## src/cmac_pkg.sv

```systemverilog
// ----------------------------------------------------------------------------
// cmac_pkg
// Shared types, constants and AES helper functions for the CMAC engine.
// ----------------------------------------------------------------------------
package cmac_pkg;

  localparam int RoundKeyCount = 44;
  localparam logic [7:0] GfPoly = 8'h87;
  localparam logic [7:0] PadByte = 8'h80;

  localparam logic CfgKeyHigh = 1'b0;
  localparam logic CfgKeyLow  = 1'b1;

  typedef struct packed {
    logic [63:0] block_high;
    logic [63:0] block_low;
    logic [4:0]  byte_count;
    logic        last_block;
  } cmac_in_t;

  typedef struct packed {
    logic [63:0] tag_high;
    logic [63:0] tag_low;
  } cmac_out_t;

  typedef enum logic [2:0] {
    ST_IDLE,
    ST_EXPAND,
    ST_LOAD,
    ST_ROUND,
    ST_DONE,
    ST_OUT
  } cmac_state_t;

  // controller to datapath
  typedef struct packed {
    logic expand_init;   // load key into expansion registers, start L encrypt
    logic expand_step;   // one round of key expansion and encrypt
    logic subkeys_load;  // derive K1, K2 from L
    logic block_load;    // prepare message block and add round key 0
    logic round_step;    // one AES round
    logic block_done;    // commit chain / result
  } cmac_cmd_t;

  typedef struct packed {
    logic last_round;    // round counter at round 10
  } cmac_sts_t;

  function automatic logic [7:0] sbox(input logic [7:0] x);
    logic [7:0] t [256];
    t = '{
      8'h63,8'h7c,8'h77,8'h7b,8'hf2,8'h6b,8'h6f,8'hc5,8'h30,8'h01,8'h67,8'h2b,8'hfe,8'hd7,8'hab,8'h76,
      8'hca,8'h82,8'hc9,8'h7d,8'hfa,8'h59,8'h47,8'hf0,8'had,8'hd4,8'ha2,8'haf,8'h9c,8'ha4,8'h72,8'hc0,
      8'hb7,8'hfd,8'h93,8'h26,8'h36,8'h3f,8'hf7,8'hcc,8'h34,8'ha5,8'he5,8'hf1,8'h71,8'hd8,8'h31,8'h15,
      8'h04,8'hc7,8'h23,8'hc3,8'h18,8'h96,8'h05,8'h9a,8'h07,8'h12,8'h80,8'he2,8'heb,8'h27,8'hb2,8'h75,
      8'h09,8'h83,8'h2c,8'h1a,8'h1b,8'h6e,8'h5a,8'ha0,8'h52,8'h3b,8'hd6,8'hb3,8'h29,8'he3,8'h2f,8'h84,
      8'h53,8'hd1,8'h00,8'hed,8'h20,8'hfc,8'hb1,8'h5b,8'h6a,8'hcb,8'hbe,8'h39,8'h4a,8'h4c,8'h58,8'hcf,
      8'hd0,8'hef,8'haa,8'hfb,8'h43,8'h4d,8'h33,8'h85,8'h45,8'hf9,8'h02,8'h7f,8'h50,8'h3c,8'h9f,8'ha8,
      8'h51,8'ha3,8'h40,8'h8f,8'h92,8'h9d,8'h38,8'hf5,8'hbc,8'hb6,8'hda,8'h21,8'h10,8'hff,8'hf3,8'hd2,
      8'hcd,8'h0c,8'h13,8'hec,8'h5f,8'h97,8'h44,8'h17,8'hc4,8'ha7,8'h7e,8'h3d,8'h64,8'h5d,8'h19,8'h73,
      8'h60,8'h81,8'h4f,8'hdc,8'h22,8'h2a,8'h90,8'h88,8'h46,8'hee,8'hb8,8'h14,8'hde,8'h5e,8'h0b,8'hdb,
      8'he0,8'h32,8'h3a,8'h0a,8'h49,8'h06,8'h24,8'h5c,8'hc2,8'hd3,8'hac,8'h62,8'h91,8'h95,8'he4,8'h79,
      8'he7,8'hc8,8'h37,8'h6d,8'h8d,8'hd5,8'h4e,8'ha9,8'h6c,8'h56,8'hf4,8'hea,8'h65,8'h7a,8'hae,8'h08,
      8'hba,8'h78,8'h25,8'h2e,8'h1c,8'ha6,8'hb4,8'hc6,8'he8,8'hdd,8'h74,8'h1f,8'h4b,8'hbd,8'h8b,8'h8a,
      8'h70,8'h3e,8'hb5,8'h66,8'h48,8'h03,8'hf6,8'h0e,8'h61,8'h35,8'h57,8'hb9,8'h86,8'hc1,8'h1d,8'h9e,
      8'he1,8'hf8,8'h98,8'h11,8'h69,8'hd9,8'h8e,8'h94,8'h9b,8'h1e,8'h87,8'he9,8'hce,8'h55,8'h28,8'hdf,
      8'h8c,8'ha1,8'h89,8'h0d,8'hbf,8'he6,8'h42,8'h68,8'h41,8'h99,8'h2d,8'h0f,8'hb0,8'h54,8'hbb,8'h16
    };
    return t[x];
  endfunction

  function automatic logic [7:0] xtime(input logic [7:0] a);
    return {a[6:0], 1'b0} ^ (a[7] ? 8'h1b : 8'h00);
  endfunction

  function automatic logic [7:0] rcon(input logic [3:0] r);
    logic [7:0] v;
    unique case (r)
      4'd1: v = 8'h01;  4'd2: v = 8'h02;  4'd3: v = 8'h04;  4'd4: v = 8'h08;
      4'd5: v = 8'h10;  4'd6: v = 8'h20;  4'd7: v = 8'h40;  4'd8: v = 8'h80;
      4'd9: v = 8'h1b;  4'd10: v = 8'h36;
      default: v = 8'h00;
    endcase
    return v;
  endfunction

  // state byte i is bits [127-8i -: 8]; column c = bytes 4c..4c+3
  function automatic logic [127:0] aes_round(input logic [127:0] s, input logic [127:0] rk,
                                             input logic final_round);
    logic [7:0] b [16];
    logic [7:0] t [16];
    logic [7:0] m [16];
    logic [7:0] all;
    logic [127:0] r;
    for (int i = 0; i < 16; i++) b[i] = sbox(s[127-8*i -: 8]);
    for (int c = 0; c < 4; c++)
      for (int k = 0; k < 4; k++) t[4*c+k] = b[4*((c+k)%4)+k];
    for (int c = 0; c < 4; c++) begin
      all = t[4*c] ^ t[4*c+1] ^ t[4*c+2] ^ t[4*c+3];
      m[4*c]   = t[4*c]   ^ all ^ xtime(t[4*c]   ^ t[4*c+1]);
      m[4*c+1] = t[4*c+1] ^ all ^ xtime(t[4*c+1] ^ t[4*c+2]);
      m[4*c+2] = t[4*c+2] ^ all ^ xtime(t[4*c+2] ^ t[4*c+3]);
      m[4*c+3] = t[4*c+3] ^ all ^ xtime(t[4*c+3] ^ t[4*c]);
    end
    for (int i = 0; i < 16; i++) r[127-8*i -: 8] = final_round ? t[i] : m[i];
    return r ^ rk;
  endfunction

  function automatic logic [127:0] next_round_key(input logic [127:0] k, input logic [3:0] r);
    logic [31:0] w0, w1, w2, w3, t;
    w0 = k[127:96]; w1 = k[95:64]; w2 = k[63:32]; w3 = k[31:0];
    t = {sbox(w3[23:16]), sbox(w3[15:8]), sbox(w3[7:0]), sbox(w3[31:24])};
    t[31:24] = t[31:24] ^ rcon(r);
    w0 = w0 ^ t; w1 = w1 ^ w0; w2 = w2 ^ w1; w3 = w3 ^ w2;
    return {w0, w1, w2, w3};
  endfunction

  function automatic logic [127:0] gf_double(input logic [127:0] v);
    return {v[126:0], 1'b0} ^ {120'd0, (v[127] ? GfPoly : 8'h00)};
  endfunction

endpackage

```

## src/cmac_ctrl.sv

```systemverilog
// ----------------------------------------------------------------------------
// cmac_ctrl
// Sequencer: key preparation, block load, ten rounds, result hand-off.
// ----------------------------------------------------------------------------
module cmac_ctrl
  import cmac_pkg::*;
(
  input  logic        clk,
  input  logic        rst,
  input  logic        in_valid,
  output logic        in_stall,
  input  logic        in_last,
  output logic        out_valid,
  input  logic        out_stall,
  input  logic        key_write,
  input  cmac_sts_t   sts,
  output cmac_cmd_t   cmd
);
  cmac_state_t state, state_next;
  logic keys_ready;
  logic last_held;

  always_ff @(posedge clk) begin
    if (rst) begin
      state <= ST_IDLE;
      keys_ready <= 1'b0;
      last_held <= 1'b0;
    end else begin
      state <= state_next;
      if (key_write) keys_ready <= 1'b0;
      else if (state == ST_EXPAND && sts.last_round) keys_ready <= 1'b1;
      if (state == ST_IDLE && in_valid) last_held <= in_last;
    end
  end

  always_comb begin
    state_next = state;
    unique case (state)
      ST_IDLE:   if (in_valid) state_next = keys_ready ? ST_LOAD : ST_EXPAND;
      ST_EXPAND: if (sts.last_round) state_next = ST_LOAD;
      ST_LOAD:   state_next = ST_ROUND;
      ST_ROUND:  if (sts.last_round) state_next = ST_DONE;
      ST_DONE:   state_next = last_held ? ST_OUT : ST_IDLE;
      ST_OUT:    if (!out_stall) state_next = ST_IDLE;
      default:   state_next = ST_IDLE;
    endcase
  end

  // item held on port until ST_LOAD; accepted there
  always_comb begin
    cmd = '0;
    in_stall = 1'b1;
    out_valid = 1'b0;
    unique case (state)
      ST_IDLE:   cmd.expand_init = in_valid && !keys_ready;
      ST_EXPAND: begin
        cmd.expand_step = 1'b1;
        cmd.subkeys_load = sts.last_round;
      end
      ST_LOAD: begin
        cmd.block_load = 1'b1;
        in_stall = 1'b0;
      end
      ST_ROUND:  cmd.round_step = 1'b1;
      ST_DONE:   cmd.block_done = 1'b1;
      ST_OUT:    out_valid = 1'b1;
      default:   ;
    endcase
  end
endmodule

```

## config.mk

```make
export PLATFORM = sky130hd
export DESIGN_NAME = cmac_ctrl
export DESIGN_NICKNAME = d
export VERILOG_FILES = /design/src/cmac_pkg.sv /design/src/cmac_ctrl.sv
export SDC_FILE = /design/constraint.sdc
export NUM_CORES = 1
export LEC_CHECK = 0
export ABC_AREA = 0
export BUFFER_PORTS_ARGS = -buffer_cell sky130_fd_sc_hd__buf_4
export CORE_AREA = 2 2 39 41
export DETAILED_ROUTE_END_ITERATION = 12
export DIE_AREA = 0 0 41 43
export GPL_ROUTABILITY_DRIVEN = 1
export HOLD_SLACK_MARGIN = 0.15
export PLACE_DENSITY = 0.6
export SLEW_MARGIN = 10
export SYNTH_ARGS = -nofsm -noshare
export SYNTH_HDL_FRONTEND = slang
export SYNTH_SLANG_ARGS = --single-unit
```

## constraint.sdc

```tcl
create_clock -name clk -period 1.03 [get_ports clk]
set_input_delay 0.2575 -clock clk [delete_from_list [all_inputs] [get_ports clk]]
set_output_delay 0.2575 -clock clk [all_outputs]
set_load 0.005 [all_outputs]
```

==> results of run 1 <==
## cells in the mapped netlist (2+ instances only)
cell,count,area share [%]
a21oi_1,2,2.9
buf_2,2,2.9
dfxtp_1,5,29
nand4b_1,2,5.1
nor2_1,2,2.2
nor3_1,3,4.3
nor3b_1,2,4.3
or3b_1,2,5.1
## worst register-to-register path, stage by stage (launching register included)
cell,delay (ns)
dfxtp_4,0.37
nor4b_4,0.28
buf_4,0.15
mux2i_1,0.16
nor2_1,0.06
## cells by family (layout without fill, tap and decap cells)
kind of cell	after synthesis	in the layout	synth area share, %
compound gates	7	7	18.1
mux	1	1	2.90
flops	5	5	29.0
xor+xnor	1	1	2.54
buf+inv	4	30	6.16
simple gates	18	18	41.3
## layer usage
| layer | up-vias | routed length [microns] |
|---|---|---|
| li1 | 194 | - |
| met1 | 174 | 429 |
| met2 | 4 | 553 |
| met3 | 0 | 14 |
| met4 | 0 | 0 |
| met5 | - | 0 |
## sequential cells by signal, indices dropped and copies added, names as in the netlist
| register | count |
|---|---|
| state | 3 |
| last_held | 1 |
| keys_ready | 1 |
## report_power, final
group	internal [W]	leakage, nW	switching, W
sequential	0.000211	0.0430	0.0000317
clock	0.000147	0.0150	0.0000872
combinational	0.000173	0.226	0.0000975
total	0.000531	0.284	0.000216
## worst max path at each step
stage / start / to / slack (ns) / cells after the start
after floorplan: state[1] / cmd[5] / -0.04 / 2
final: state[2] / cmd[5] / -0.40 / 3
after global routing: state[2] / cmd[5] / -0.43 / 3
after global placement: state[0] / cmd[5] / -0.13 / 3
after detailed placement: state[0] / cmd[5] / -0.14 / 3
after CTS: state[1] / cmd[5] / -0.40 / 3
## through the flow
stage / TNS, ns / instances / hold slack, ns
final: -2.78 / 78 / 0.179
after global routing: -3.40 / 78 / 0.176
after CTS: -2.89 / 78 / 0.168
after detailed placement: -0.987 / 71 / 0.430
after global placement: -0.868 / 71 / 0.423
after floorplan: -0.0759 / 36 / 0.317
## repair_timing
| item | CTS | global route |
|---|---|---|
| gates resized for setup | 8 | 1 |
| gates cloned | 0 | 0 |
| pin swaps | 3 | 2 |
| setup buffers | 3 | 1 |
| setup endpoints to repair | 12 | 12 |
| hold buffers | 0 | 0 |
## cell type report
type,instances,area [sq um],share of cell area [%]
inverter,1,3.75,0.600
sequential,5,111,17.8
timing repair buffer,25,211,33.8
clock buffer,4,26.3,4.20
multi-input combinational,27,253,40.4
tap,16,20.0,3.20
==> qor.csv, run 1 <==
stage;metric;value;unit
status;outcome;finished, violations left;
status;violations;setup timing;
yosys;syn_area_per_cell;9.59;sq um
route;ant_nets;0;
min_path;min_path_type;primary input to register;
worst_setup_path;path_class;register to primary output;
die;dieHeight;43;microns
layout;final_common_cell;buf_4;
timing;finalSetupViolCount;12;
clocking;insertion_delay;0.24;ns
global_route;grt_max_degree;9;
layout;postLayoutCoreUtil;45.2;%
die;pin_count;15;
timing;min_period;1.43;ns
timing;rsz0062_at_grt;true;
worst_setup_path;path_buf_inv;1;
die;initial_core_util;25.0;%
layout;mostFrequentLayoutCells;21 x buf_4, 3 x clkbuf_4, 3 x buf_6, 3 x dfxtp_4;
yosys;synthFlopType;dfxtp_1;
timing;hold_viol_final;0;
yosys;synth_edf_count;0;
worst_setup_path;rr_endpoint;last_held;
min_path;whs_endpoint;keys_ready;
clocking;cts_root_buffer;clkbuf_4;
layout;nNetsFinal;70;
route;drt-total-wl;997;microns
worst_setup_path;r2r_start;state[2];
timing;fin_skew;0.00585;ns
global_route;overflow;0;
die;die_x;41;microns
clocking;clock_path_buffers;2;
timing;worst_pin_slew;0.249;ns
worst_setup_path;critPathRequiredTime;0.77;ns
yosys;ys_ff_latch;5;
layout;drive_above_1_share;67.7;%
worst_setup_path;cp_slowest_cell;dfxtp_4;
route;wl_per_cell;12.8;microns
placed_design;dpl-instance-area;546;sq um
global_route;grt_pass1_vias;378;
worst_setup_path;reg2reg_depth;4;
timing;fmax;699;MHz
die;core_area;1380;sq um
power_and_ir_drop;total_power;0.000747;W
route;drt_pre_antenna_iters;5;
timing;period_share;139;%
power_and_ir_drop;power_per_cell_area;1190;nW/um^2
worst_setup_path;critPathMaxFanout;5;
global_route;met1_usage;16.4;%
layout;diodes;0;
placed_design;dp_slack;-0.144;ns
yosys;async_reset_ff_share;0;%
die;dieArea;1760;sq um
yosys;synthDistinctLibCells;24;
timing;slew_headroom;83.3;%
yosys;syn_nets;43;
worst_setup_path;crit_arrival;1.17;ns
min_path;hold_start;key_write;
clocking;tritoncts;yes;
route;via_per_inst;4.77;
yosys;syn_area;345;sq um
timing;final.setup.worst_slack;-0.401;ns
global_route;grt_usage;13.6;%
yosys;netlist_instances;36;
route;vias;372;
power_and_ir_drop;leakage;0.284;nW
route;drt_iter0_markers;5;
clocking;cts-htree-levels;1;
global_route;grt_use_met3;1.57;%
die;core.rowCount;14;
worst_setup_path;cpLargestDelayFamily;simple AND/OR/NAND/NOR gates;
worst_setup_path;worst_setup_path_start_kind;register;
min_path;hold_depth;2;
route;route.detailed.drc;0;
layout;design_area;626;sq um
layout;fillers;140;
placed_design;io_buffers;14;
timing;slew_violations;0;
clocking;numCtsBuffers;3;
global_route;grt_first_pass_wirelength;1.61;mm
worst_setup_path;max_stage_delay;0.37;ns
worst_setup_path;crit_chain;nor4b_4, nor2b_2, buf_4;
global_route;antenna_found_initial;0;
worst_setup_path;endpoint_kind;primary output;
global_route;grt_use_met2;20.6;%
placed_design;dp.final_hpwl;702;microns
yosys;yosysSeqAreaShare;29.0;%
power_and_ir_drop;vdd_drop_max;0.000579;V
clocking;clk_pin_slew;0.05;ns
worst_setup_path;reg2reg_setup_slack;-0.10;ns
clocking;cts_sinks;5;
global_route;top_usage_layer;met2;
run;timing.max_cap.violations;0;
yosys;yosys_warnings;0;
placed_design;place_congestion;0.716;
layout;area_growth;81.2;%
Note: power is estimated with default switching activity, not from simulation.
==> run 2: changes to the inputs <==
--- a/config.mk
+++ b/config.mk
@@ -7,12 +7,14 @@
 export LEC_CHECK = 0
 export ABC_AREA = 0
 export BUFFER_PORTS_ARGS = -buffer_cell sky130_fd_sc_hd__buf_4
+export CELL_PAD_IN_SITES_DETAIL_PLACEMENT = 1
+export CELL_PAD_IN_SITES_GLOBAL_PLACEMENT = 1
 export CORE_AREA = 2 2 39 41
 export DETAILED_ROUTE_END_ITERATION = 12
 export DIE_AREA = 0 0 41 43
 export GPL_ROUTABILITY_DRIVEN = 1
 export HOLD_SLACK_MARGIN = 0.15
-export PLACE_DENSITY = 0.6
+export PLACE_DENSITY = 0.74
 export SLEW_MARGIN = 10
 export SYNTH_ARGS = -nofsm -noshare
 export SYNTH_HDL_FRONTEND = slang
==> run 2 against run 1 <==
Against the previous run:
- the flow still finishes with violations (setup timing)
- final cell count up 10%
- fmax shrank 1.1%
- non-clock buffer count up 8
- worst setup slack lost 0.016 ns
- core utilization is 9.6 points higher
- via count up 12%
- sequential power decreased by 2%
- sequential share of layout area is 3.1 points lower
- cell area increased by 21%
- clock skew shrank 0.0053 ns
==> qor.csv, run 2 (same netlist as run 1, synthesis figures left out) <==
stage;metric;value;unit;change
route;vias;418;;+12%
clocking;cts_hold_buf;0;;unchanged
power_and_ir_drop;switchingPower;0.000268;W;+24%
power_and_ir_drop;p_sw_share;30.4;%;+1.4 points
clocking;cts-htree-levels;1;;unchanged
placed_design;dp.final_hpwl;711;microns;+1.4%
min_path;min_path_type;primary input to register;;
placed_design;io_buffers;14;;unchanged
clocking;tritoncts;yes;;
route;wl_per_cell;15.5;microns;+21%
layout;largest_reg_flops;3;;unchanged
global_route;grt_usage;14.3;%;+0.77 points
layout;final_common_cell;buf_4;;
route;drt-total-wl;1.33;mm;+33%
timing;fin_tns_setup;-3.96;ns;-1.18 ns
timing;finalSetupViolCount;13;;+1
timing;fmax;691;MHz;-1.1%
worst_setup_path;r2r_start;state[0];;
layout;mostFrequentLayoutCells;23 x buf_4, 8 x buf_6, 3 x nor3_2, 3 x clkbuf_4, 3 x dfxtp_4;;
status;outcome;finished, violations left;;
layout;largestRegisters;state x3, keys_ready x1, last_held x1;;
layout;top_register;state;;
timing;hold_viol_final;0;;unchanged
timing;final.setup.worst_slack;-0.417;ns;-0.0159 ns
clocking;cts_sinks;5;;unchanged
clocking;insertion_delay;0.25;ns;about the same
die;initial_core_util;25.0;%;unchanged
timing;period_share;140;%;+1.5 points
power_and_ir_drop;pwr-share-comb;46.3;%;+10 points
layout;nNetsFinal;78;;+11%
worst_setup_path;reg2reg_setup_slack;-0.35;ns;-0.25 ns
die;dieHeight;43;microns;unchanged
global_route;overflow;0;;unchanged
power_and_ir_drop;clkPwrFrac;26.6;%;-4.7 points
worst_setup_path;rr_endpoint;state[2];;
die;core_area;1380;sq um;unchanged
layout;drive_above_1_share;77.1;%;+9.4 points
worst_setup_path;critPathRequiredTime;0.77;ns;about the same
layout;diodes;0;;unchanged
min_path;hold_depth;2;;unchanged
die;dieArea;1760;sq um;unchanged
route;drt_pre_antenna_iters;4;;-1
die;die_x;41;microns;unchanged
power_and_ir_drop;leakage;0.341;nW;+20%
placed_design;place_congestion;0.749;;+4.6%
status;violations;setup timing;;
layout;multi_input_area;304;sq um;+20%
worst_setup_path;endpoint_kind;primary output;;
layout;fillers;158;;+13%
global_route;grt_pass1_vias;387;;+2.4%
die;pin_count;15;;unchanged
worst_setup_path;worst_setup_path_start_kind;register;;
route;route.detailed.drc;0;;unchanged
worst_setup_path;path_class;register to primary output;;
worst_setup_path;reg2reg_depth;5;;+1
clocking;numCtsBuffers;3;;unchanged
timing;slew_headroom;84.0;%;+0.63 points
power_and_ir_drop;internal_power;0.000615;W;+16%
timing;fin_skew;0.000587;ns;-0.00527 ns
global_route;antenna_found_initial;0;;unchanged
timing;min_period;1.45;ns;+0.0159 ns
timing;slew_violations;0;;unchanged
global_route;grt_max_degree;10;;+1
route;via_per_inst;4.86;;+1.9%
die;core.rowCount;14;;unchanged
power_and_ir_drop;vdd_drop_max;0.000677;V;+17%
route;drt_iter0_markers;6;;+1
layout;area_growth;120;%;
layout;regArea;111;sq um;unchanged
worst_setup_path;critPathMaxFanout;5;;unchanged
power_and_ir_drop;power_frac_seq;27.1;%;-5.4 points
min_path;whs_endpoint;keys_ready;;
min_path;hold_start;key_write;;
worst_setup_path;crit_arrival;1.19;ns;+0.02 ns
timing;rsz0062_at_grt;true;;
layout;postLayoutCoreUtil;54.8;%;+9.6 points
clocking;clock_path_buffers;2;;unchanged
power_and_ir_drop;power_per_cell_area;1170;nW/um^2;-2.5%
run;timing.max_cap.violations;0;;unchanged
route;ant_nets;0;;unchanged
clocking;cts_root_buffer;clkbuf_4;;
clocking;clk_pin_slew;0.04;ns;about the same
global_route;grt_first_pass_wirelength;1.69;mm;+4.7%
timing;worst_pin_slew;0.240;ns;-0.00890 ns
[run 2: cell types whose count changed in the layout (fill, tap and decap cells not counted), moves of 2 or more]
cell	before	now
buf_8	0	2
buf_6	3	8
nor3_1	2	0
buf_4	21	23
nor3_2	1	3
[run 2: worst max path at each step]
stage                     startpoint      to  slack [ns]  cells past startpoint
after floorplan             state[1]  cmd[5]       -0.04                      2
after CTS                   state[2]  cmd[5]       -0.46                      3
after global placement      state[1]  cmd[5]       -0.15                      3
final                       state[0]  cmd[5]       -0.42                      3
after detailed placement    state[1]  cmd[5]       -0.19                      3
after global routing        state[0]  cmd[5]       -0.48                      3
[run 2: area by class of cell]
cell class / instances / area share, %
clock buffers: 4 / 3.47
well taps: 16 / 2.64
multi-input cells: 27 / 40.1
inverters: 1 / 0.495
flip-flops and latches: 5 / 14.7
repair buffers: 33 / 38.6
[run 2: stage by stage]
step                      instance area, sq um  power, W  worst slack, ns  hold slack [ns]  instances
after global routing                       758  0.000944           -0.477            0.145         86
final                                      758  0.000883           -0.417            0.161         86
after CTS                                  629  0.000777           -0.455            0.162         79
after global placement                     526  0.000472           -0.148            0.422         70
after detailed placement                   526  0.000480           -0.191            0.429         70
after floorplan                            370  0.000373          -0.0384            0.317         36
[run 2: power by group through the flow]
stage          registers, W  logic, W  clock network, W
6_report           0.000239  0.000409          0.000235
4_1_cts            0.000236  0.000289          0.000251
2_1_floorplan      0.000239  0.000134                 0
3_5_place_dp       0.000246  0.000234                 0
5_1_grt            0.000242  0.000432          0.000270
3_3_place_gp       0.000244  0.000228                 0
[run 2: per-layer routing]
layer / GRT usage (%) / up-vias / routed length [microns] / share of wire, %
met5: 0 / - / 0 / 0
met4: 4.00 / 0 / 20 / 1.5
met3: 7.85 / 2 / 41 / 3.1
met2: 20.6 / 11 / 644 / 48
met1: 17.9 / 200 / 623 / 47
li1: - / 205 / - / -
[run 2: worst max-delay path: stages (launching register included)]
cell and delay (ns):
dfxtp_4 0.36, nor4b_4 0.30, nor2b_2 0.18, buf_4 0.11
[run 2: timing repair]
item,4_1_cts,5_1_grt
endpoints found under the setup margin,12,13
pin swaps,5,10
gates resized for setup,11,15
buffers inserted,5,9
endpoints found under the hold margin,0,0
